`config.mk`:
```
export PLATFORM = sky130hd
export DESIGN_NAME = ncc_store
export DESIGN_NICKNAME = d
export VERILOG_FILES = /design/src/sv/ncc_pkg.sv /design/src/sv/ncc_store.sv
export SDC_FILE = /design/constraint.sdc
export NUM_CORES = 1
export LEC_CHECK = 0
export ABC_AREA = 1
export BUFFER_PORTS_ARGS = -buffer_cell sky130_fd_sc_hd__buf_4
export CAP_MARGIN = 20
export CELL_PAD_IN_SITES_DETAIL_PLACEMENT = 1
export CELL_PAD_IN_SITES_GLOBAL_PLACEMENT = 2
export CORE_UTILIZATION = 46
export DETAILED_ROUTE_END_ITERATION = 7
export GPL_TIMING_DRIVEN = 0
export MAX_ROUTING_LAYER = met4
export PLACE_DENSITY = 0.95
export REMOVE_ABC_BUFFERS = 1
export SYNTH_ARGS = -nofsm -noshare
export SYNTH_HDL_FRONTEND = slang
export SYNTH_SLANG_ARGS = --single-unit
export TNS_END_PERCENT = 30
```
`constraint.sdc`:
```
create_clock -name clk -period 10.8 [get_ports clk]
set_clock_uncertainty 0.05 [all_clocks]
set_input_delay 1.08 -clock clk [delete_from_list [all_inputs] [get_ports clk]]
set_output_delay 1.08 -clock clk [all_outputs]
set_load 0.02 [all_outputs]
```
`src/sv/ncc_pkg.sv`:
```
`timescale 1ns / 1ps
// ----------------------------------------------------------------------------
// ncc_pkg
// Shared types and constants of the nearest-centroid classifier: request
// actions, register indexes, the datapath tag and the sequencer states.
// ----------------------------------------------------------------------------
package ncc_pkg;

	// Coordinate fields on the request port and their width
	localparam int COORDS  = 8;
	localparam int COORD_W = 16;

	// Squared difference of one coordinate, and the sum over all lanes
	localparam int SQ_W   = 32;
	localparam int PAIR_W = SQ_W + 1;
	localparam int DIST_W = SQ_W + 3;

	localparam int LABEL_W = 4;
	localparam int CLU_W   = 5;
	localparam int DIM_W   = 4;

	// Request actions; the fourth code is ignored
	localparam logic [1:0] ACT_LOAD     = 2'd0;
	localparam logic [1:0] ACT_CLASSIFY = 2'd1;
	localparam logic [1:0] ACT_CLEAR    = 2'd2;

	// Configuration register indexes
	localparam logic REG_CLUSTERS = 1'b0;
	localparam logic REG_DIMS     = 1'b1;

	// Reset values of the configuration registers
	localparam logic [CLU_W-1:0] CLUSTERS_RST = 5'd16;
	localparam logic [DIM_W-1:0] DIMS_RST     = 4'd8;

	typedef logic [COORDS-1:0][COORD_W-1:0] coord_vec_t;

	// Tag that travels alongside one centroid through the distance pipeline
	typedef struct packed {
		logic               vld;
		logic               first;
		logic               last;
		logic [LABEL_W-1:0] label;
	} ncc_tag_t;

	typedef enum logic [1:0] {
		ST_IDLE,
		ST_RUN,
		ST_DRAIN,
		ST_FIN
	} ncc_state_t;

endpackage

```
`src/sv/ncc_store.sv`:
```
`timescale 1ns / 1ps
// ----------------------------------------------------------------------------
// ncc_store
// Centroid memory: one row per centroid holding all of its coordinates.
// One write port and one read port with registered read data.
// ----------------------------------------------------------------------------
module ncc_store #(
	parameter int MAX_CLUSTERS = 16,
	parameter int MAX_DIMS     = 8
) (
	input  logic                                 clk,
	input  logic                                 we,
	input  logic [$clog2(MAX_CLUSTERS)-1:0]      waddr,
	input  logic [MAX_DIMS*ncc_pkg::COORD_W-1:0] wdata,
	input  logic                                 re,
	input  logic [$clog2(MAX_CLUSTERS)-1:0]      raddr,
	output logic [MAX_DIMS*ncc_pkg::COORD_W-1:0] rdata
);

	localparam int ROW_W = MAX_DIMS * ncc_pkg::COORD_W;

	logic [ROW_W-1:0] mem [MAX_CLUSTERS];
	logic [ROW_W-1:0] rdata_q;

	// Write one centroid row
	always_ff @(posedge clk) begin
		if (we) begin
			mem[waddr] <= wdata;
		end
	end

	// Read one centroid row; the read data is registered and follows in the next cycle
	always_ff @(posedge clk) begin
		if (re) begin
			rdata_q <= mem[raddr];
		end
	end

	assign rdata = rdata_q;

endmodule

```
# Word-level counts from Yosys, hierarchy flattened
# Memory sizes are Yosys's and may differ from the RTL's. A register that Yosys moved wholly into a read port is not among the register bits.
# Cells that the tools add are included.
op_classes:
  mux: 2
op_table:
  columns: ["cell", "n"]
  rows:
  - ["two-way mux 1 bit", 2]
word_totals:
  regBits: 0
  ram_bits: 2048
  inputBits: 139
  memories: 1
memory_table:
  columns: ["name", "depth", "width", "rd", "rd_ports_with_merged_regs", "write_ports", "line", "text"]
  rows:
  - ["mem", 16, 128, 1, 1, 1, "ncc_store.sv:22", "logic [ROW_W-1:0] mem [MAX_CLUSTERS];"]

# Depth between registers and ports, before layout
depth:
  word_depth: 2
  ltp_mapped: 10
  mapped_depth_nobuf: 7

# Worst setup path after synthesis
# Ideal clock, no wire load.
synth_timing:
  path_kind: "input -> register"
  startpoint: "in waddr[2]"
  endpoint: "mem mem[10][0] (netlist name) (enable)"
  setup_time_ps: 617
  arrival_ps: 6614
  setup_slack_ps: 3519
  path_stages: 2
  path_cell_list: "nand3b_1 -> nor2_1"
synth_lines:
  columns: ["item", "line", "text"]
  rows:
  - ["from (decl)", "ncc_store.sv:13", "input logic [$clog2(MAX_CLUSTERS)-1:0] waddr,"]
  - ["to (decl)", "ncc_store.sv:22", null]
# Straight into the memory's write port.

==> insert_results.sql <==
INSERT INTO impl_metrics (metric_group, metric, value, unit) VALUES
('logic_synthesis', 'yosys.area_share.xor_xnor', '0', '%'),
('power', 'p_leak', '0.0406', 'µW'),
('logic_synthesis', 'mappedNetlistArea', '89000', 'µm²'),
('cts', 'cts_root_buf', 'sky130_fd_sc_hd__clkbuf_16', ''),
('hold_path', 'worstHoldPathType', 'in2reg', ''),
('timing', 'final-setup-viol-count', '0', ''),
('floorplan', 'initial_utilization', '46.2', '%'),
('logic_synthesis', 'netlist_instances', '7786', ''),
('grt', 'global_route.peak_usage_layer', 'met2', ''),
('logic_synthesis', 'synth_top_family_by_area', 'simple AND/OR/NAND/NOR gates', ''),
('detailed_routing', 'post-route-drc-count', '0', ''),
('cts', 'cts-buffers-inserted', '215', ''),
('cells_and_area', 'fin_nets', '8135', ''),
('power', 'internal_power', '14000', 'µW'),
('timing', 'finalCritPeriodShare', '39.3', '%'),
('cells_and_area', 'drive_gt1_share', '9.15', '%'),
('logic_synthesis', 'synth_compound_area_share', '0', '%'),
('placed_design', 'portBuffers', '266', ''),
('timing', 'setup_total_negative_slack', '0', 'ns'),
('cts', 'post_cts_setup_buffer_count', '0', ''),
('power', 'ir_worst_vdd', '149', 'µV'),
('grt', 'gr-usage-met3', '3.46', '%'),
('cells_and_area', 'finish.utilization', '53.2', '%'),
('logic_synthesis', 'syn_area_per_cell', '11.4', 'µm²'),
('detailed_routing', 'number_of_vias_per_cell', '5.55', ''),
('grt', 'antenna_violations_before_repair', '43', ''),
('detailed_routing', 'routed_wl', '268', 'mm'),
('power', 'power_switching_share', '22.8', '%'),
('run_status', 'run_status', 'finished clean', ''),
('cts', 'cts-htree-levels', '4', ''),
('grt', 'first_global_vias', '63666', ''),
('placed_design', 'dp_hpwl', '150', 'mm'),
('logic_synthesis', 'adder_cell_share_of_the_synthesized_area', '0', '%'),
('detailed_routing', 'final_antenna_net_count', '0', ''),
('cts', 'tritoncts', 'done', ''),
('detailed_routing', 'drtPass1Iterations', '6', ''),
('grt', 'global_route.usage.met1', '32.9', '%'),
('detailed_routing', 'initialDrtViolationCount', '5508', ''),
('logic_synthesis', 'synthMuxAreaShare', '0', '%'),
('cells_and_area', 'n_fill_cell', '19616', ''),
('cts', 'clkTransAtPathRegs', '0.06', 'ns'),
('timing', 'hold_violations', '0', ''),
('worst_setup_path', 'critical_path.reg2reg.startpoint', 'mem[8][36]', ''),
('floorplan', 'core_area', '192000', 'µm²'),
('timing', 'tightestPinTransition', '1.12', 'ns'),
('cells_and_area', 'design_area', '102000', 'µm²'),
('timing', 'fin_crit', '4.24', 'ns'),
('grt', 'grt_pass1_wl', '398', 'mm'),
('logic_synthesis', 'synth-seq-area-share', '73.5', '%'),
('worst_setup_path', 'crit_path_max_fanout', '221', ''),
('logic_synthesis', 'simple_gate_area_share_of_the_yosys_netlist', '20.4', '%'),
('logic_synthesis', 'synth_warnings', '0', ''),
('detailed_routing', 'drt-wirelength-per-cell', '25.0', 'µm'),
('cts', 'cts.path.max_buffers', '3', ''),
('power', 'power.share.clock', '40.5', '%'),
('hold_path', 'min-delay-start', 'wdata[69]', ''),
('timing', 'maxSlewHeadroom', '25.5', '%'),
('floorplan', 'fp.dieW', '442', 'µm'),
('logic_synthesis', 'yosysUniqueCellTypes', '15', ''),
('worst_setup_path', 'arrival', '4.79', 'ns'),
('worst_setup_path', 'critical_path.endpoint_type', 'flip-flop', ''),
('placed_design', 'place_area', '95500', 'µm²'),
('timing', 'fmaxAchievable', '236', 'MHz'),
('cts', 'clkLatencyLatePin', '0.86', 'ns'),
('floorplan', 'ioPinCount', '267', ''),
('grt', 'all_layer_gr_usage', '28.0', '%'),
('power', 'power_frac_seq', '52.8', '%'),
('grt', 'grt-ovfl-total', '0', ''),
('worst_setup_path', 'worst-setup-path-type', 'in2reg', ''),
('worst_setup_path', 'worstSetupStartpoint', 'raddr[0]', ''),
('grt', 'met2_usage', '48.3', '%');
## worst max-delay path: stages
cell and delay, ns:
sky130_fd_sc_hd__buf_8 0.13, sky130_fd_sc_hd__buf_16 0.26, sky130_fd_sc_hd__buf_16 0.31, sky130_fd_sc_hd__inv_16 0.68, sky130_fd_sc_hd__buf_16 0.72, sky130_fd_sc_hd__buf_16 0.48, sky130_fd_sc_hd__nand2_1 0.17, sky130_fd_sc_hd__nand3_1 0.12
sky130_fd_sc_hd__nand3_1 0.10, sky130_fd_sc_hd__nand3_1 0.13, sky130_fd_sc_hd__nand2_1 0.08
## through the flow
step,cells,worst slack (ns),hold slack [ns]
CTS,10691,6.65,0.396
floorplan,7361,3.52,0.632
finish,10732,6.56,0.451
global placement,10153,-25.73,0.658
global route,10732,6.37,0.442
detailed placement,10305,5.76,0.677
## path summary, 6_finish.rpt
kind,endpoint,slack (ns),cells past startpoint
min,mem[15][69],0.45,1
min reg2reg,rdata[116],0.68,6
max reg2reg,rdata[36],9.34,6
max,rdata[115],6.56,11
## final cells by class
type                       instances  area (µm²)  area share [%]
antenna                           41         103           0.100
sequential                      2176       65300            63.9
multi-input combinational       4319       18200            17.8
timing repair buffer             418        5440            5.31
clock buffer                     270        5690            5.56
tap                             2526        3160            3.09
clock inverter                   116        1050            1.03
inverter                         866        3290            3.22
## cell usage after synthesis
library cell / number / area share [%]
sky130_fd_sc_hd__nand2_1: 2809 / 12
sky130_fd_sc_hd__edfxtp_1: 2176 / 73
sky130_fd_sc_hd__nand3_1: 1467 / 8.3
sky130_fd_sc_hd__inv_1: 864 / 3.6
sky130_fd_sc_hd__buf_2: 227 / 1.3
sky130_fd_sc_hd__buf_4: 91 / 0.77
sky130_fd_sc_hd__clkbuf_1: 71 / 0.30
sky130_fd_sc_hd__buf_1: 32 / 0.14
sky130_fd_sc_hd__or2_2: 20 / 0.14
sky130_fd_sc_hd__nor2_1: 17 / 0.072
sky130_fd_sc_hd__buf_6: 4 / 0.051
sky130_fd_sc_hd__or2_1: 4 / 0.028
sky130_fd_sc_hd__nand3b_1: 2 / 0.017
sky130_fd_sc_hd__inv_2: 1 / 0.0042
sky130_fd_sc_hd__inv_4: 1 / 0.0070
## sequential cells by signal (all words and copies together), names as in the netlist
signal	count
mem	2048
rdata	128
## power groups by stage
stage | clock, µW | combinational (µW) | sequential [µW]
final | 7340 | 1220 | 9580
after global routing | 7670 | 1320 | 9590
after CTS | 7410 | 1220 | 9580
after detailed placement | 0 | 1200 | 9760
after global placement | 0 | 1220 | 9800
after floorplan | 0 | 534 | 9810
## metal layers
metal | part of all wire, % | wire length, µm
met5 | 0 | 0
met3 | 5.1 | 13700
met1 | 39 | 104000
met4 | 4.1 | 11000
met2 | 52 | 139000
## logic make-up after synthesis
| kind of cell | Yosys count |
|---|---|
| buffers and inverters | 1291 |
| DFF | 2176 |
| and+or+nand+nor | 4319 |
## cells in the final DEF, fill, tap and decap left out, drive strengths merged
master and instances:
diode 41, nand2 2809, or2 24, bufinv 18
nor2 17, clkinvlp 7, inv 875, edfxtp 2176
nand3b 2, clkbuf 270, clkinv 82, nand3 1467
buf 418
No activity file was read; power rests on OpenSTA's default activity.
