===== src/sv/ncc_pkg.sv =====
`timescale 1ns / 1ps
// ----------------------------------------------------------------------------
// ncc_pkg
// Shared types and constants of the nearest-centroid classifier: request
// actions, register indexes, the datapath tag and the sequencer states.
// ----------------------------------------------------------------------------
package ncc_pkg;

	// Coordinate fields on the request port and their width
	localparam int COORDS  = 8;
	localparam int COORD_W = 16;

	// Squared difference of one coordinate, and the sum over all lanes
	localparam int SQ_W   = 32;
	localparam int PAIR_W = SQ_W + 1;
	localparam int DIST_W = SQ_W + 3;

	localparam int LABEL_W = 4;
	localparam int CLU_W   = 5;
	localparam int DIM_W   = 4;

	// Request actions; the fourth code is ignored
	localparam logic [1:0] ACT_LOAD     = 2'd0;
	localparam logic [1:0] ACT_CLASSIFY = 2'd1;
	localparam logic [1:0] ACT_CLEAR    = 2'd2;

	// Configuration register indexes
	localparam logic REG_CLUSTERS = 1'b0;
	localparam logic REG_DIMS     = 1'b1;

	// Reset values of the configuration registers
	localparam logic [CLU_W-1:0] CLUSTERS_RST = 5'd16;
	localparam logic [DIM_W-1:0] DIMS_RST     = 4'd8;

	typedef logic [COORDS-1:0][COORD_W-1:0] coord_vec_t;

	// Tag that travels alongside one centroid through the distance pipeline
	typedef struct packed {
		logic               vld;
		logic               first;
		logic               last;
		logic [LABEL_W-1:0] label;
	} ncc_tag_t;

	typedef enum logic [1:0] {
		ST_IDLE,
		ST_RUN,
		ST_DRAIN,
		ST_FIN
	} ncc_state_t;

endpackage


===== src/sv/ncc_seq.sv =====
`timescale 1ns / 1ps
// ----------------------------------------------------------------------------
// ncc_seq
// Request sequencer: configuration registers, model state, centroid read
// sweep, running minimum over the distance stream and the result register.
// ----------------------------------------------------------------------------
module ncc_seq #(
	parameter int MAX_CLUSTERS = 16
) (
	input  logic                                clk,
	input  logic                                arst_n,
	// Configuration
	input  logic                                cfg_we,
	input  logic                                cfg_index,
	input  logic [ncc_pkg::CLU_W-1:0]           cfg_data,
	// Request handshake
	input  logic                                in_valid,
	output logic                                in_ready,
	input  logic [1:0]                          action,
	input  logic [3:0]                          centroid_slot,
	// Memory control
	output logic                                mem_we,
	output logic [$clog2(MAX_CLUSTERS)-1:0]     mem_waddr,
	output logic                                mem_re,
	output logic [$clog2(MAX_CLUSTERS)-1:0]     mem_raddr,
	// Distance pipeline
	output logic                                pt_load,
	output logic [ncc_pkg::DIM_W-1:0]           dims,
	output ncc_pkg::ncc_tag_t                   tag_s1,
	input  logic [ncc_pkg::DIST_W-1:0]          dist_s4,
	input  ncc_pkg::ncc_tag_t                   tag_s4,
	// Result handshake
	output logic                                out_valid,
	input  logic                                out_ready,
	output logic [ncc_pkg::LABEL_W-1:0]         cluster_label,
	output logic                                model_empty
);

	localparam int AW = $clog2(MAX_CLUSTERS);

	ncc_pkg::ncc_state_t state_q, state_d;

	logic [AW-1:0]                   addr_q;
	logic [AW-1:0]                   last_idx;
	logic                            loaded_q;
	logic [ncc_pkg::CLU_W-1:0]       clusters_q;
	logic [ncc_pkg::DIM_W-1:0]       dims_q;
	ncc_pkg::ncc_tag_t               tag_q_s1;
	logic [ncc_pkg::DIST_W-1:0]      best_q;
	logic [ncc_pkg::LABEL_W-1:0]     best_lbl_q;
	logic [ncc_pkg::LABEL_W-1:0]     res_lbl_q;
	logic                            res_empty_q;
	logic                            out_vld_q;
	logic [ncc_pkg::LABEL_W-1:0]     out_lbl_q;
	logic                            out_empty_q;

	logic                            accept;
	logic                            issue;
	logic                            take_new;
	logic [ncc_pkg::LABEL_W-1:0]     win_lbl;
	logic                            slot_ok;

	assign accept  = in_valid && in_ready;
	assign slot_ok = 32'(centroid_slot) < MAX_CLUSTERS;

	// Last centroid index of the sweep, count clamped to 1..MAX_CLUSTERS
	always_comb begin
		priority if (clusters_q == '0) begin
			last_idx = '0;
		end else if (32'(clusters_q) > MAX_CLUSTERS) begin
			last_idx = AW'(MAX_CLUSTERS - 1);
		end else begin
			last_idx = AW'(clusters_q - 5'd1);
		end
	end

	// Next state
	always_comb begin
		state_d = state_q;
		unique case (state_q)
			ncc_pkg::ST_IDLE: begin
				if (in_valid && action == ncc_pkg::ACT_CLASSIFY) begin
					state_d = loaded_q ? ncc_pkg::ST_RUN : ncc_pkg::ST_FIN;
				end
			end
			ncc_pkg::ST_RUN: begin
				if (addr_q == last_idx) begin
					state_d = ncc_pkg::ST_DRAIN;
				end
			end
			ncc_pkg::ST_DRAIN: begin
				if (tag_s4.vld && tag_s4.last) begin
					state_d = ncc_pkg::ST_FIN;
				end
			end
			ncc_pkg::ST_FIN: begin
				if (!out_vld_q || out_ready) begin
					state_d = ncc_pkg::ST_IDLE;
				end
			end
			default: state_d = ncc_pkg::ST_IDLE;
		endcase
	end

	// State outputs
	always_comb begin
		in_ready = 1'b0;
		issue    = 1'b0;
		take_new = 1'b0;
		unique case (state_q)
			ncc_pkg::ST_IDLE:  in_ready = 1'b1;
			ncc_pkg::ST_RUN:   issue    = 1'b1;
			ncc_pkg::ST_DRAIN: ;
			ncc_pkg::ST_FIN:   take_new = !out_vld_q || out_ready;
			default: ;
		endcase
	end

	always_ff @(posedge clk or negedge arst_n) begin
		if (!arst_n) begin
			state_q <= ncc_pkg::ST_IDLE;
		end else begin
			state_q <= state_d;
		end
	end

	// Configuration registers
	always_ff @(posedge clk or negedge arst_n) begin
		if (!arst_n) begin
			clusters_q <= ncc_pkg::CLUSTERS_RST;
			dims_q     <= ncc_pkg::DIMS_RST;
		end else if (cfg_we) begin
			unique case (cfg_index)
				ncc_pkg::REG_CLUSTERS: clusters_q <= cfg_data;
				ncc_pkg::REG_DIMS:     dims_q     <= cfg_data[ncc_pkg::DIM_W-1:0];
				default: ;
			endcase
		end
	end

	// Track whether any centroid is loaded
	always_ff @(posedge clk or negedge arst_n) begin
		if (!arst_n) begin
			loaded_q <= 1'b0;
		end else if (accept) begin
			if (action == ncc_pkg::ACT_LOAD && slot_ok) begin
				loaded_q <= 1'b1;
			end else if (action == ncc_pkg::ACT_CLEAR) begin
				loaded_q <= 1'b0;
			end
		end
	end

	// Sweep the read address over the centroids in use
	always_ff @(posedge clk or negedge arst_n) begin
		if (!arst_n) begin
			addr_q <= '0;
		end else if (accept) begin
			addr_q <= '0;
		end else if (issue) begin
			addr_q <= addr_q + 1'b1;
		end
	end

	// Tag of the row read this cycle, aligned with the read data
	always_ff @(posedge clk or negedge arst_n) begin
		if (!arst_n) begin
			tag_q_s1 <= '0;
		end else begin
			tag_q_s1.vld   <= issue;
			tag_q_s1.first <= (addr_q == '0);
			tag_q_s1.last  <= (addr_q == last_idx);
			tag_q_s1.label <= ncc_pkg::LABEL_W'(addr_q);
		end
	end

	// Keep the running minimum; a tie keeps the earlier centroid
	assign win_lbl = (tag_s4.first || dist_s4 < best_q) ? tag_s4.label : best_lbl_q;

	always_ff @(posedge clk) begin
		if (tag_s4.vld && (tag_s4.first || dist_s4 < best_q)) begin
			best_q     <= dist_s4;
			best_lbl_q <= tag_s4.label;
		end
	end

	// Hold the finished result until the output register frees up
	always_ff @(posedge clk) begin
		if (accept && action == ncc_pkg::ACT_CLASSIFY && !loaded_q) begin
			res_lbl_q   <= '0;
			res_empty_q <= 1'b1;
		end else if (tag_s4.vld && tag_s4.last) begin
			res_lbl_q   <= win_lbl;
			res_empty_q <= 1'b0;
		end
	end

	// Output register
	always_ff @(posedge clk or negedge arst_n) begin
		if (!arst_n) begin
			out_vld_q <= 1'b0;
		end else if (take_new) begin
			out_vld_q <= 1'b1;
		end else if (out_ready) begin
			out_vld_q <= 1'b0;
		end
	end

	always_ff @(posedge clk) begin
		if (take_new) begin
			out_lbl_q   <= res_lbl_q;
			out_empty_q <= res_empty_q;
		end
	end

	assign mem_we        = accept && action == ncc_pkg::ACT_LOAD && slot_ok;
	assign mem_waddr     = AW'(centroid_slot);
	assign mem_re        = issue;
	assign mem_raddr     = addr_q;
	assign pt_load       = accept && action == ncc_pkg::ACT_CLASSIFY;
	assign dims          = dims_q;
	assign tag_s1        = tag_q_s1;
	assign out_valid     = out_vld_q;
	assign cluster_label = out_lbl_q;
	assign model_empty   = out_empty_q;

endmodule


===== config.mk =====
export PLATFORM = sky130hd
export DESIGN_NAME = ncc_seq
export DESIGN_NICKNAME = d
export VERILOG_FILES = /design/src/sv/ncc_pkg.sv /design/src/sv/ncc_seq.sv
export SDC_FILE = /design/constraint.sdc
export NUM_CORES = 1
export LEC_CHECK = 0
export BUFFER_PORTS_ARGS = -buffer_cell sky130_fd_sc_hd__buf_2
export CAP_MARGIN = 30
export CORE_MARGIN = 2
export CORE_UTILIZATION = 60
export CTS_BUF_LIST = sky130_fd_sc_hd__clkbuf_4 sky130_fd_sc_hd__clkbuf_8
export DETAILED_ROUTE_END_ITERATION = 12
export PLACE_DENSITY = 0.95
export SYNTH_ARGS = -nofsm -noshare
export SYNTH_HDL_FRONTEND = slang
export SYNTH_SLANG_ARGS = --single-unit

===== constraint.sdc =====
create_clock -name clk -period 8.2 [get_ports clk]
set_input_delay 2.46 -clock clk [delete_from_list [all_inputs] [get_ports clk]]
set_output_delay 2.46 -clock clk [all_outputs]
set_load 0.02 [all_outputs]

=== Yosys cells after proc, flatten, opt, wreduce, memory -nomap -nowiden ===
Cells that the tools add are included.

* Bits in registers: 73
* Latch bits: 0
* RAM bits: 0
* Bits in read-only memories: 0
* Logic and storage cells: 71
* Memories: 0

* Add/subtract/negate cells: 2
* Multipliers: 0
* Div/mod/pow operators: 0
* $lt $le $gt $ge: 2
* Equality and inequality tests: 10
* Shifts and indexed selects: 0
* Muxes and demuxes: 18
* Bitwise logic cells: 1
* Reduce and logical (&&, ||, !) cells: 22

{| class="wikitable"
|+ Operator list
! cell !! count
|-
| < comparator 35 bit || 1
|-
| two-way mux 4 bit || 5
|-
| two-way mux 2 bit || 5
|-
| != test 2 bit (second input constant) || 4
|-
| one-hot mux 2 bit (4 select lines) || 1
|-
| logical AND 1 bit || 7
|-
| two-way mux 1 bit || 7
|-
| equality test 2 bit (second input constant) || 3
|-
| AND reduction 2 bit || 3
|-
| nonzero test 2 bit || 3
|-
| greater-than comparator 5 bit (second input constant) || 1
|-
| logical NOT 5 bit || 1
|-
| adder 4 x 1 -> 4 bit (second input constant) || 1
|-
| equality test 2 x 1 -> 1 bit (second input constant) || 2
|-
| equality test 4 bit || 1
|-
| logical NOT 2 bit || 2
|-
| logical NOT 4 bit || 1
|-
| AND reduction 4 bit || 1
|-
| subtractor 4 x 1 -> 4 bit (second input constant) || 1
|-
| logical NOT 1 bit || 2
|-
| logical OR 1 bit || 2
|-
| NOT 1 bit || 1
|}

=== Depth between registers and ports, before layout ===
Gate-level depths: netlist of run 1.

* Depth after elaboration: 6
* Gate-level depth with buffers: 10
* Mapped depth without buffers: 9

=== Least setup slack after synthesis of run 1 ===
No wires, ideal clock.

* Path type: in2out
* Start: input port in_valid
* End: output port pt_load
* Arrival time: 3,111 ps
* Required time: 5,740 ps
* Path slack: 2,629 ps
* Stages: 2
* Buffers on the path: 0
* Cells stage by stage: nand2_1 > nor3b_1

* Cells in the longest elaborated chain, start to end: 2

{| class="wikitable"
|+ RTL lines
! what !! line !! RTL
|-
| from (decl) || ncc_seq.sv:17 || <nowiki>input logic in_valid,</nowiki>
|-
| logical AND 1 bit || ncc_seq.sv:63 || <nowiki>assign accept = in_valid && in_ready;</nowiki>
|-
| logical AND 1 bit || ncc_seq.sv:220 || <nowiki>assign pt_load = accept && action == ncc_pkg::ACT_CLASSIFY;</nowiki>
|-
| to (decl) || ncc_seq.sv:27 || <nowiki>output logic pt_load,</nowiki>
|}

No other way between the ends.

=== Worst setup path in the final report of run 1 ===
Same ends and word-level chain as after synthesis.

==> impl_summary.md, run 1 <==
Power and ir drop
VDD sags by at most 0.0002009 V. The analysis attributes to cell leakage a power of 2.065 nW. Power comes to 1.109 mW. For this design the ratio of total power to cell area is 258.8 mW/mm2.

Status
The run finished with clean final reports.

Logic synthesis
The commonest register cell after synthesis is sky130_fd_sc_hd__edfxtp_1. After synthesis, the share of flip-flops with an asynchronous set or reset is 0.3288. By area the synthesized netlist is led by sky130_fd_sc_hd__edfxtp_1 (36%), sky130_fd_sc_hd__dfrtp_1 (15%), sky130_fd_sc_hd__ha_1 (14%). Counting flops with a built-in enable in the synthesized netlist gives 44. The yosys synthesis warning count is 0.

A synthesized cell averages 12.00 um2. Synthesis produced a netlist with a net count of 403. The cell area that synthesis handed to floorplanning was 0.003637 mm2. The proportion of netlist area held by the largest area contributor is 0.3633. The count of different cell masters after synthesis is 47. The share of the Yosys chip area taken by registers is 0.5566. In this run, synthesis produced a sequential element count of 73. The instance count of the mapped netlist is 303. The biggest area contributor in the post-synthesis netlist is sky130_fd_sc_hd__edfxtp_1.

Clock tree
The maximum buffer depth of the clock tree is 2. After clock tree synthesis, the setup repair step added 0 buffers. The TritonCTS clock tree is done.

Counting every sink on the clock net gives 73. The clock root buffer master is sky130_fd_sc_hd__clkbuf_8. The clock slew at the register clock pins of the worst setup and hold paths is 0.08 ns. The clock buffer count from CTS is 9. The number of buffers inserted for hold repair after clock tree synthesis is 0.

The total of cells resized after clock tree synthesis is 0. The clock reaches the later pin of the worst-skew pair after 0.34 ns. The deepest level of the CTS H-tree is 3.

Floorplan
In this run the core area contains 28 standard-cell rows. The region available for standard cell placement spans between 0.005 and 0.006 mm2. 88 I/O pins were placed. The die is 81.86 um tall. The effective utilization at floorplan is 0.6180.

The width of the chip is between 80 and 90 um. The die covers 0.006701 mm2.

Layout
The fraction of layout cells with a size suffix above 1 is 0.2758. 0 antenna diodes ended up in the layout. After the last flow step, the layout net total stands at 483. The layout overhead on the synthesized area is 17.75%.

STA
The final-report max-slew violation count was 0. Setup repair after global routing left no endpoint under its margin. Based on the critical path, the design can be clocked at up to 178.0 MHz.

Setup total negative slack on the finished layout was measured at 0 ns. The setup violation total in the final timing report is 0. In the finished design, the share of the clock period the worst path needs comes to 0.6852.

At the pin with the least slew margin, the transition time is 0.8910 ns. The time the worst path needs with I/O delays and setup is ~5.6 ns. On the final layout, the worst clock skew is 0.009468 ns. The number of endpoints with negative hold slack in the final report is 0. The tightest slew margin relative to the limit is 0.4060.

Drt
The final antenna-violating net count is 0. The highest layer touched by signal routing is met4. After detailed routing, the total wire length is 7.020 mm. The first routing iteration left about 180 violations. The number of vias in the routed layout is 2503.

The ratio of routed vias to standard cells is 5.406. The count of unresolved DRC violations after routing is 0. Before antenna repair, the detailed router went through 4 iterations.

The amount of wire on met3 after detailed routing is 518 um. The amount of wire on met2 after detailed routing is 3.539 mm. In the final routing, the length of wire on met1 measures about 2.8 mm.

The average routed wire per standard cell is 15.16 um.

Job
Max-cap violations in this run came to 0.

Worst setup path
STA classifies the critical path startpoint as an input port. STA classifies the critical path endpoint as an output pin. At the worst endpoint, the required time is 5.74 ns. The largest fanout on the critical path is 6.

Data arrives at the worst endpoint at 3.16 ns. By startpoint and endpoint, the worst setup path is classified as in2out.

Global route
The initial antenna violation count came to 0. The maximum number of pins on one net before global-route repair is 40. The overall overflow remaining after global route is 0. For this run, the total global-route usage over all layers was measured as 0.2287. The first-pass GRT wire length is 11.38 mm. The via count of the first global-routing pass was around 2500.

Hold path
The kind of path behind the tightest hold check is reg2reg.

Placement
Buffers placed on the I/O ports in this run total just under 80. The placer's final routability congestion estimate is slightly above 0.8. Detailed placement ended at an HPWL of 5.192 mm.
[worst paths after layout]
kind / start / to / slack (ns) / depth (start not counted)
max in group asynchronous: arst_n / dims[3] / 5.75 / 1
worst min-delay path: res_lbl_q[3] / cluster_label[3] / 0.44 / 0
worst max-delay path: in_valid / pt_load / 2.58 / 4
worst min register to register: res_lbl_q[3] / cluster_label[3] / 0.44 / 0
worst max register to register: best_q[16] / best_q[25] / 5.32 / 8
min in group asynchronous: arst_n / loaded_q / 2.08 / 1
[cell families (layout without fill, tap and decap cells)]
kind of cell / after synthesis / in the layout / synth area share
flops: 73 / 73 / 0.5566
simple gates: 61 / 61 / 0.08875
compound gates: 53 / 53 / 0.09288
buf+inv: 53 / 138 / 0.05916
fa+ha+maj: 43 / 43 / 0.1469
mux: 15 / 15 / 0.04369
xor+xnor: 5 / 5 / 0.01204
[synth_stat cells, drive strengths merged, types with 5 or more instances]
cell    count
a211oi      5
a21o        5
a21oi      21
buf         6
dfrtp      22
dfxtp       5
edfxtp     44
ha         41
inv        43
mux2        7
mux2i       8
nand2      18
nor2       13
o21ai      12
[flip-flops by register name (all words and copies together), names as in the netlist]
| register | count |
|---|---|
| clusters_q | 5 |
| dims | 4 |
| best_q | 35 |
| best_lbl_q | 4 |
| res_lbl_q | 4 |
| out_valid | 1 |
| loaded_q | 1 |
| cluster_label | 4 |
| mem_raddr | 4 |
| res_empty_q | 1 |
| tag_s1 | 7 |
| model_empty | 1 |
| state_q | 2 |
[per-layer routing]
layer	GRT usage	vias up
met5	0	-
met4	0.1050	0
met3	0.05824	15
met2	0.3927	86
met1	0.2687	1171
li1	-	1231
[stage by stage]
stage	hold WS, ns	std cells	util	cell area (um2)	setup WS (ns)
2_1_floorplan	0.4090	303	-	3637	2.629
6_report	0.4375	463	0.7277	4283	2.582
3_5_place_dp	0.4222	447	0.6922	4074	2.586
3_3_place_gp	0.4167	447	0.6922	4074	2.642
4_1_cts	0.4416	463	0.7277	4283	2.576
5_1_grt	0.4495	463	0.7277	4283	2.440
[critical path, stage by stage]
cell	delay (ns)
sky130_fd_sc_hd__buf_2	0.13
sky130_fd_sc_hd__nand2_1	0.09
sky130_fd_sc_hd__nor3b_1	0.27
sky130_fd_sc_hd__buf_2	0.21
[cell usage in the layout, fill, tap and decap left out, drive strengths merged, types with 9 or more instances in the layout]
| cell | netlist | final |
|---|---|---|
| buf | 6 | 79 |
| inv | 43 | 43 |
| edfxtp | 44 | 44 |
| ha | 41 | 41 |
| o21ai | 12 | 12 |
| nand2 | 18 | 18 |
| nor2 | 13 | 13 |
| a21oi | 21 | 21 |
| clkbuf | 4 | 9 |
| dfrtp | 22 | 22 |
[power by group]
part / switching (mW) / internal, mW
clock: 0.129 / 0.168
combinational: 0.181 / 0.123
sequential: 0.0435 / 0.464
total: 0.353 / 0.755
[cell type report]
class | count | area, um2
inverter | 43 | 161.4
fill | 412 | 1603
sequential | 73 | 2024
timing repair buffer | 79 | 395.4
clock inverter | 7 | 85.08
multi-input combinational | 177 | 1399
clock buffer | 9 | 123.9
tap | 75 | 93.84
(Power assumes the default switching activity.)
==> run 2: changes to the inputs <==
--- a/config.mk
+++ b/config.mk
@@ -5,13 +5,14 @@
 export SDC_FILE = /design/constraint.sdc
 export NUM_CORES = 1
 export LEC_CHECK = 0
+export ABC_AREA = 1
 export BUFFER_PORTS_ARGS = -buffer_cell sky130_fd_sc_hd__buf_2
 export CAP_MARGIN = 30
 export CORE_MARGIN = 2
-export CORE_UTILIZATION = 60
+export CORE_UTILIZATION = 50
 export CTS_BUF_LIST = sky130_fd_sc_hd__clkbuf_4 sky130_fd_sc_hd__clkbuf_8
 export DETAILED_ROUTE_END_ITERATION = 12
-export PLACE_DENSITY = 0.95
+export PLACE_DENSITY = 0.85
 export SYNTH_ARGS = -nofsm -noshare
 export SYNTH_HDL_FRONTEND = slang
 export SYNTH_SLANG_ARGS = --single-unit
==> constraint.sdc (replaced) <==
create_clock -name clk -period 5 [get_ports clk]
set_input_delay 1.5 -clock clk [delete_from_list [all_inputs] [get_ports clk]]
set_output_delay 1.5 -clock clk [all_outputs]
set_load 0.02 [all_outputs]
==> impl_summary.md, run 2 <==
Status
The flow ran to the end, and the final reports show no timing, DRC or antenna violations.

Global route
The global-route track usage on met3 is 0.08047 (+0.02223). The overall overflow remaining after global route is 0 (unchanged). The layer flagged by global routing as most heavily used is met2. The global routing usage on met1 came to 0.2053 (-0.06337).

The initial antenna violation count is 0 (unchanged). The first-pass GRT wire length is 11.96 mm (+5.2%). The maximum number of pins on one net before global-route repair is 28 (-30%). The global-route usage over all layers is 0.1844 (-0.04433). The met2 track demand over resource was 0.3177 (-0.07501). The via count of the first global-routing pass is 2794 (+9.7%).

Worst setup path
The worst setup path is launched from an input port. The worst path required time came to 3.50 ns (-2.24 ns). The data arrival time at the worst-slack endpoint is 2.14 ns (-1.02 ns). The highest cell delay on the worst timing path is 0.16 ns (-0.11 ns). The critical path goes through buf_2 > nand2_1 > inv_1 > nand2_1 > nor2_1 > buf_2. The startpoint of the most critical setup path is in_valid.

The kind of capture point of the worst setup path is an output pin. The origin of the critical flop-to-flop path is best_q[34]. The category of the most critical setup path is in2out. For this design, the slowest cell found on the critical path is sky130_fd_sc_hd__buf_2. The largest fanout on the critical path is 4 (-2).

Logic synthesis
The net count after synthesis is 483 (+20%). The cell accounting for the most synthesized area is sky130_fd_sc_hd__edfxtp_1. The proportion of netlist area held by the largest area contributor was 0.3563 (-0.006986).

The share of async-settable or async-resettable flops after synthesis is 0.3288 (unchanged). Sorting the synthesized cells by area gives the leading types as sky130_fd_sc_hd__edfxtp_1 (36%), sky130_fd_sc_hd__dfrtp_1 (15%), sky130_fd_sc_hd__ha_1 (14%). The most common cell in the synthesized netlist is sky130_fd_sc_hd__nand2_1.

The synthesized cell area was 0.003709 mm2 (+2.0%). The post-synthesis sequential area ratio is 0.5459 (-0.01070). The average footprint of a synthesized cell was 9.683 um2 (-19%). The count of different cell masters after synthesis came to 28 (-40%). By count the netlist is led by sky130_fd_sc_hd__nand2_1 (86), sky130_fd_sc_hd__inv_1 (79), sky130_fd_sc_hd__edfxtp_1 (44). The number of enable flip-flop cells after synthesis came to 44 (unchanged). The yosys synthesis warning count came to 0 (unchanged).

The instance count of the mapped netlist came to 383 (+26%). The most used flip-flop cell after synthesis is sky130_fd_sc_hd__edfxtp_1. The number of synthesized register bits came to 73 (unchanged).

STA
The number of endpoints with negative hold slack in the final report was 0 (unchanged). Static timing analysis puts the maximum clock frequency at 275.0 MHz. The tightest slew margin relative to the limit is 0.5953 (+0.1893). The worst hold slack across all endpoints is 0.4341 ns (-0.003441 ns). The setup violation total in the final timing report is 0 (unchanged). The maximum clock skew at final layout is 0.01107 ns (+0.001605 ns).

Setup repair after global routing left no endpoint under its margin. The final cycle utilization of the critical path is 0.7272. The aggregate negative setup slack is 0 ns (unchanged). The routed design could run at a clock period as short as 3.636 ns. The slew at the pin with the worst max-slew slack is 0.6024 ns (-0.2886 ns).

The minimum setup slack in the final design is 1.364 ns (-1.217 ns). The final-report max-slew violation count is 0 (unchanged).

Floorplan
The effective utilization at floorplan is 0.5140 (-0.1039). The width of the chip was 90.12 um (+10%). The cell row count is 31 (+11%). The placeable core region is 0.007214 mm2 (+23%).

The vertical die dimension is 90.12 um (+10%). The full die area is 0.008122 mm2 (+21%). The number of ports placed on the die boundary is 88 (unchanged).

Clock tree
The clock latency on the worst-skew pair is 0.34 ns (about the same). The clock buffer count from CTS is 9 (unchanged). The total of cells resized after clock tree synthesis is 0 (unchanged). The number of buffers inserted for hold repair after clock tree synthesis was 0 (unchanged). The CTS sink count is 73 (unchanged). The number of buffers added for setup after CTS was 0 (unchanged). The TritonCTS clock tree is done. CTS placed an instance of sky130_fd_sc_hd__clkbuf_8 at the clock tree root. The deepest level of the CTS H-tree was 3 (unchanged). The maximum buffer depth of the clock tree is 2 (unchanged). The clock slew at the register clock pins of the worst setup and hold paths came to 0.08 ns (about the same).

Power and ir drop
The leakage power is 2.342 nW (+13%). The power per standard cell area is 402.9 mW/mm2 (+56%). The maximum resistive drop on vdd is 0.0002687 V (+34%).

Layout
The area used by multi-input combinational logic is 0.001361 mm2 (-2.7%). The library cells used most frequently in the layout, excluding fill and tap cells, are sky130_fd_sc_hd__nand2_1 (86), sky130_fd_sc_hd__inv_1 (79), sky130_fd_sc_hd__buf_2 (79). Compared with the post-synthesis result, the final layout area differs by 19.70%. The final instance area came to 0.004439 mm2 (+3.7%). The most frequent standard cell in the layout excluding fill and tap cells is sky130_fd_sc_hd__nand2_1. The net count reported at finish is 570 (+18%). The flip-flop and latch area came to 0.002024 mm2 (unchanged). The flip-flop count of the largest register after layout came to 35 (unchanged). The final standard cell utilization of the core is 0.6153 (-0.1123). The total of fill cells in the finished design is 620 (+50%). The fraction of layout cells with a size suffix above 1 came to 0.2274 (-0.04840). The number of antenna repair diodes is 0 (unchanged).

The register with the most flip-flops in the final layout is best_q.

Drt
The violation count after the first detailed-route iteration is 86 (-52%). The count of unresolved DRC violations after routing was 0 (unchanged). The average routed wire per standard cell is 11.99 um (-21%). The number of vias in the routed layout is 2768 (+11%).

The overall routed net length is 6.881 mm (-2.0%). The ratio of routed vias to standard cells was 4.822 (-11%). The iteration count of the initial detailed-routing pass is 4 (unchanged). The final antenna-violating net count was 0 (unchanged).

Placement
The worst setup slack after placement is 1.212 ns (-1.375 ns). The instance area at placement is 0.004217 mm2 (+3.5%). The HPWL after detailed placement is 5.347 mm (+3.0%). The port buffer count is 79 (unchanged).

The placer's final routability congestion estimate is 0.8357 (+3.2%).

Hold path
The path class of the tightest hold or removal check is reg2reg. The start point of the worst hold path is res_empty_q.

Job
The reported max-cap violation count was 0 (unchanged).
==> run 2: cell types whose count changed after synthesis, sizes merged, moves of 7 or more <==
cell and change:
mux2i -8, mux2 -7, nand3 +14, inv +38, nor2 +12, nand2 +72
==> run 2: stage by stage <==
step	instances	power, mW
after floorplan	383	1.141
after global placement	558	1.268
after detailed placement	558	1.297
after CTS	574	1.814
after global routing	574	1.908
final	574	1.789
==> run 2: cells by family after synthesis <==
| group | after synthesis | share of synthesized area |
|---|---|---|
| flops | 73 | 0.5459 |
| compound gates | 44 | 0.06478 |
| buf+inv | 85 | 0.09008 |
| simple gates | 137 | 0.1538 |
| xor+xnor | 3 | 0.007086 |
| fa+ha+maj | 41 | 0.1383 |
==> run 2: report_power, final <==
group          internal (mW)  switching [mW]
Combinational          0.169           0.302
Sequential             0.752          0.0575
Clock                  0.289           0.219
Total                   1.21           0.579
==> run 2: worst max-delay path, delay by kind of cell <==
kind	cells	cell delay (ns)
buffers and inverters	3	0.38
and+or+nand+nor	3	0.24
==> run 2: layout make-up <==
type                    instances  area share
clock buffers                  10     0.02959
repair buffers                 80     0.09076
flip-flops and latches         73      0.4560
clock inverters                 6     0.02057
multi-input cells             225      0.3067
well taps                      99     0.02790
inverters                      81     0.06849
==> run 2: per-layer routing <==
layer	vias up	routed length [um]
met1	1269	2829
met5	-	0
met2	82	3397
li1	1405	-
met4	0	104
met3	12	550
==> run 2: worst paths after layout <==
| path | to | slack (ns) | depth (start not counted) |
|---|---|---|---|
| hold / removal | model_empty | 0.43 | 0 |
| min in group asynchronous | tag_s1[0] | 1.13 | 1 |
| max in group asynchronous | dims[3] | 3.51 | 1 |
| setup / recovery | mem_we | 1.36 | 6 |
| setup reg to reg | best_q[0] | 2.48 | 11 |
| hold reg to reg | model_empty | 0.43 | 0 |
